`config.mk`:
```
export PLATFORM = sky130hd
export DESIGN_NAME = cht_ram
export DESIGN_NICKNAME = d
export VERILOG_FILES = /design/src/cht_ram.sv
export SDC_FILE = /design/constraint.sdc
export NUM_CORES = 1
export LEC_CHECK = 0
export CORE_MARGIN = 4
export CORE_UTILIZATION = 51
export DETAILED_ROUTE_END_ITERATION = 10
export DONT_BUFFER_PORTS = 1
export PLACE_DENSITY = 0.76
export SETUP_SLACK_MARGIN = 0.4
export SYNTH_ARGS = -nofsm -noshare
export SYNTH_HDL_FRONTEND = slang
export SYNTH_SLANG_ARGS = --single-unit
```
`constraint.sdc`:
```
create_clock -name clk_i -period 4.7 [get_ports clk_i]
set_input_delay 0.94 -clock clk_i [delete_from_list [all_inputs] [get_ports clk_i]]
set_output_delay 0.94 -clock clk_i [all_outputs]
set_load 0.005 [all_outputs]
```
`src/cht_ram.sv`:
```
// ----------------------------------------------------------------------------
// cht_ram: generic single-port-write, single-port-read memory
// One write and one read per cycle, read data registered.
// ----------------------------------------------------------------------------
`timescale 1ns / 1ps
`default_nettype none

module cht_ram #(
  parameter int unsigned WIDTH = 8,
  parameter int unsigned DEPTH = 16,
  localparam int unsigned AW   = (DEPTH > 1) ? $clog2(DEPTH) : 1
) (
  input  wire logic             clk_i,
  input  wire logic             we_i,
  input  wire logic [AW-1:0]    waddr_i,
  input  wire logic [WIDTH-1:0] wdata_i,
  input  wire logic [AW-1:0]    raddr_i,
  output logic      [WIDTH-1:0] rdata_o
);

  logic [WIDTH-1:0] mem_q [DEPTH];

  // write port
  always_ff @(posedge clk_i) begin
    if (we_i) begin
      mem_q[waddr_i] <= wdata_i;
    end
  end

  // registered read port
  always_ff @(posedge clk_i) begin
    rdata_o <= mem_q[raddr_i];
  end

endmodule

`default_nettype wire

```
==> impl_metrics.ini <==
[synthesis]
yosysWarnings = 0
synth_nets = 247
syn_avg_cell_area_um2 = 22.5
ys_ff_latch = 136
yosysUniqueCellTypes = 19
syn_area_um2 = 5150
synth-seq-area-share_pct = 77.8
syn-instance-count = 229

[detailed_routing]
firstDrtPassIters = 5
viasPerCell = 5.89
postRouteAntennaNets = 0
drt_iter0_markers = 173
wl_mm = 9.26
drc = 0
wl_per_cell_um = 24.0
via_count = 2272

[critical_path]
startpoint = waddr_i[2]
path_depth = 2
path_class = input port to register
arrival_ns = 2.28
cp_num_buf_inv = 0
reg2regPathDepth = 3
cp-end-kind = register
crit_fanout = 8
startpoint_type = input port
critical_path_required_ns = 4.83
crit_slowest_cell = nor3_1
r2r_slack_ns = 3.25
cp_slowest_stage_delay_ns = 0.85
r2r-end = rdata_o[7]
path_cells = or3b_2 > nor3_1
crit_path_end = mem_q[0][2]
reg2reg_from = mem_q[0][7]
path_delay_family = simple AND/OR/NAND/NOR gates

[pwr]
power.density_nw_per_um2 = 459
p_leak_nw = 1.86
ir_drop_mv = 0.244

[floorplan]
dieArea_um2 = 11800
die_w_um = 108
core_um2 = 9820
fp.dieH_um = 108
ioPinCount = 26
num_rows = 36
initial_core_util_pct = 52.4

[global_route]
antenna_found_initial = 0
grt_start_max_net_pins = 33
grt_pass1_wl_mm = 14.0
grt_remaining_overflow = 0
grt_pass1_vias = 2316
track_usage_pct = 17.4

[sta]
worst_slack_ns = 2.55
fmax_ghz = 0.464
setup_viol = 0
max_slew_margin_pct = 25.6
period_share_pct = 45.8
tightest_slew_ns = 1.11
slew_viol_final = 0
setup-tns-final_ns = 0
rsz0062_at_grt = no
hold_viol = 0
period_minus_slack_ns = 2.15
finalClockSkew_ns = 0.00585

[clocking]
tritoncts = yes
htreeDepth = 4
cts_sinks = 136
path_clk_slew_ns = 0.06
cts_made_buffers = 17
cts.hold.buffers_added = 0
root_buffer = clkbuf_8
post_cts_resized = 0
postCtsSetupBuffers = 0
clock_latency_ns = 0.51
cts_buffer_depth = 2

[status]
outcome = finished, final reports clean

[final_layout]
final_common_cell = edfxtp_1
layout-drive-gt1-share_pct = 19.4
n_antenna_cell = 0
nets = 258
final_cell_mix = 128 x edfxtp_1, 18 x mux4_2, 16 x a22oi_1, 16 x clkbuf_16, 14 x mux4_1
synthToLayoutAreaGrowth_pct = 12.6

[flow_run]
cap_violations = 0

[placement]
gp_congestion = 0.781
portBuffers = 0
hpwl_mm = 5.61
place_ws_ns = 2.06

[hold_path]
holdPathStages = 0
hold_class = input port to register
## how the worst min path moves through the flow
stage,start,endpoint
2_1_floorplan,mem_q[7][0],rdata_o[0]
3_3_place_gp,mem_q[11][5],rdata_o[5]
3_5_place_dp,mem_q[14][5],rdata_o[5]
4_1_cts,wdata_i[5],mem_q[5][5]
5_1_grt,wdata_i[2],mem_q[7][2]
6_report,wdata_i[4],mem_q[6][4]
## kinds of logic (layout without fill, tap and decap cells)
logic type	Yosys count	after routing	share of synthesized area [%]
mux	32	32	15.0
simple gates	35	35	3.18
flops	136	136	77.8
buf+inv	10	34	1.68
compound gates	16	16	2.33
## metrics by stage
step | cells | utilization (%) | hold slack [ns] | power, mW | cell area (um^2)
floorplan | 229 | - | 0.629 | 1.46 | 5150
global placement | 354 | 53.4 | 0.661 | 1.46 | 5240
detailed placement | 354 | 53.4 | 0.668 | 1.46 | 5240
CTS | 386 | 59.0 | 0.498 | 2.67 | 5790
global route | 386 | 59.0 | 0.492 | 2.75 | 5790
finish | 386 | 59.0 | 0.519 | 2.66 | 5790
## cells in the mapped netlist (all sizes together)
master | instances | share of area, %
edfxtp | 128 | 75
mux4 | 32 | 15
a22oi | 16 | 2.3
nor2 | 13 | 0.95
nand2 | 9 | 0.66
dfxtp | 8 | 3.1
buf | 7 | 1.1
nor3 | 4 | 0.39
clkdlybuf4s25 | 3 | 0.58
nand2b | 2 | 0.24
nand3b | 2 | 0.29
and2 | 1 | 0.12
and2b | 1 | 0.15
nand3 | 1 | 0.097
nor2b | 1 | 0.12
or3b | 1 | 0.17
## final cells by class
class                           count  area [um^2]
Clock inverter                     14          134
Fill cell                         706         4030
Tap cell                          133          166
Sequential cell                   136         4000
Clock buffer                       18          418
Timing Repair Buffer                2         15.0
Multi-Input combinational cell     83         1060
## power breakdown
group / internal [mW] / switching [mW]
sequential: 1.36 / 0.00887
combinational: 0.0383 / 0.0319
clock: 0.746 / 0.477
total: 2.14 / 0.518
## registers in the layout, summed over array words and instances (netlist names)
| name | flops |
|---|---|
| mem_q | 128 |
| rdata_o | 8 |
## per-layer routing
layer | vias up | part of all wire (%) | GRT usage, %
met2 | 99 | 49 | 26.1
met3 | 7 | 9.2 | 5.37
li1 | 997 | - | -
met4 | 0 | 1.2 | 6.76
met1 | 1169 | 40 | 24.1
met5 | - | 0 | 0
(Power assumes the default switching activity.)
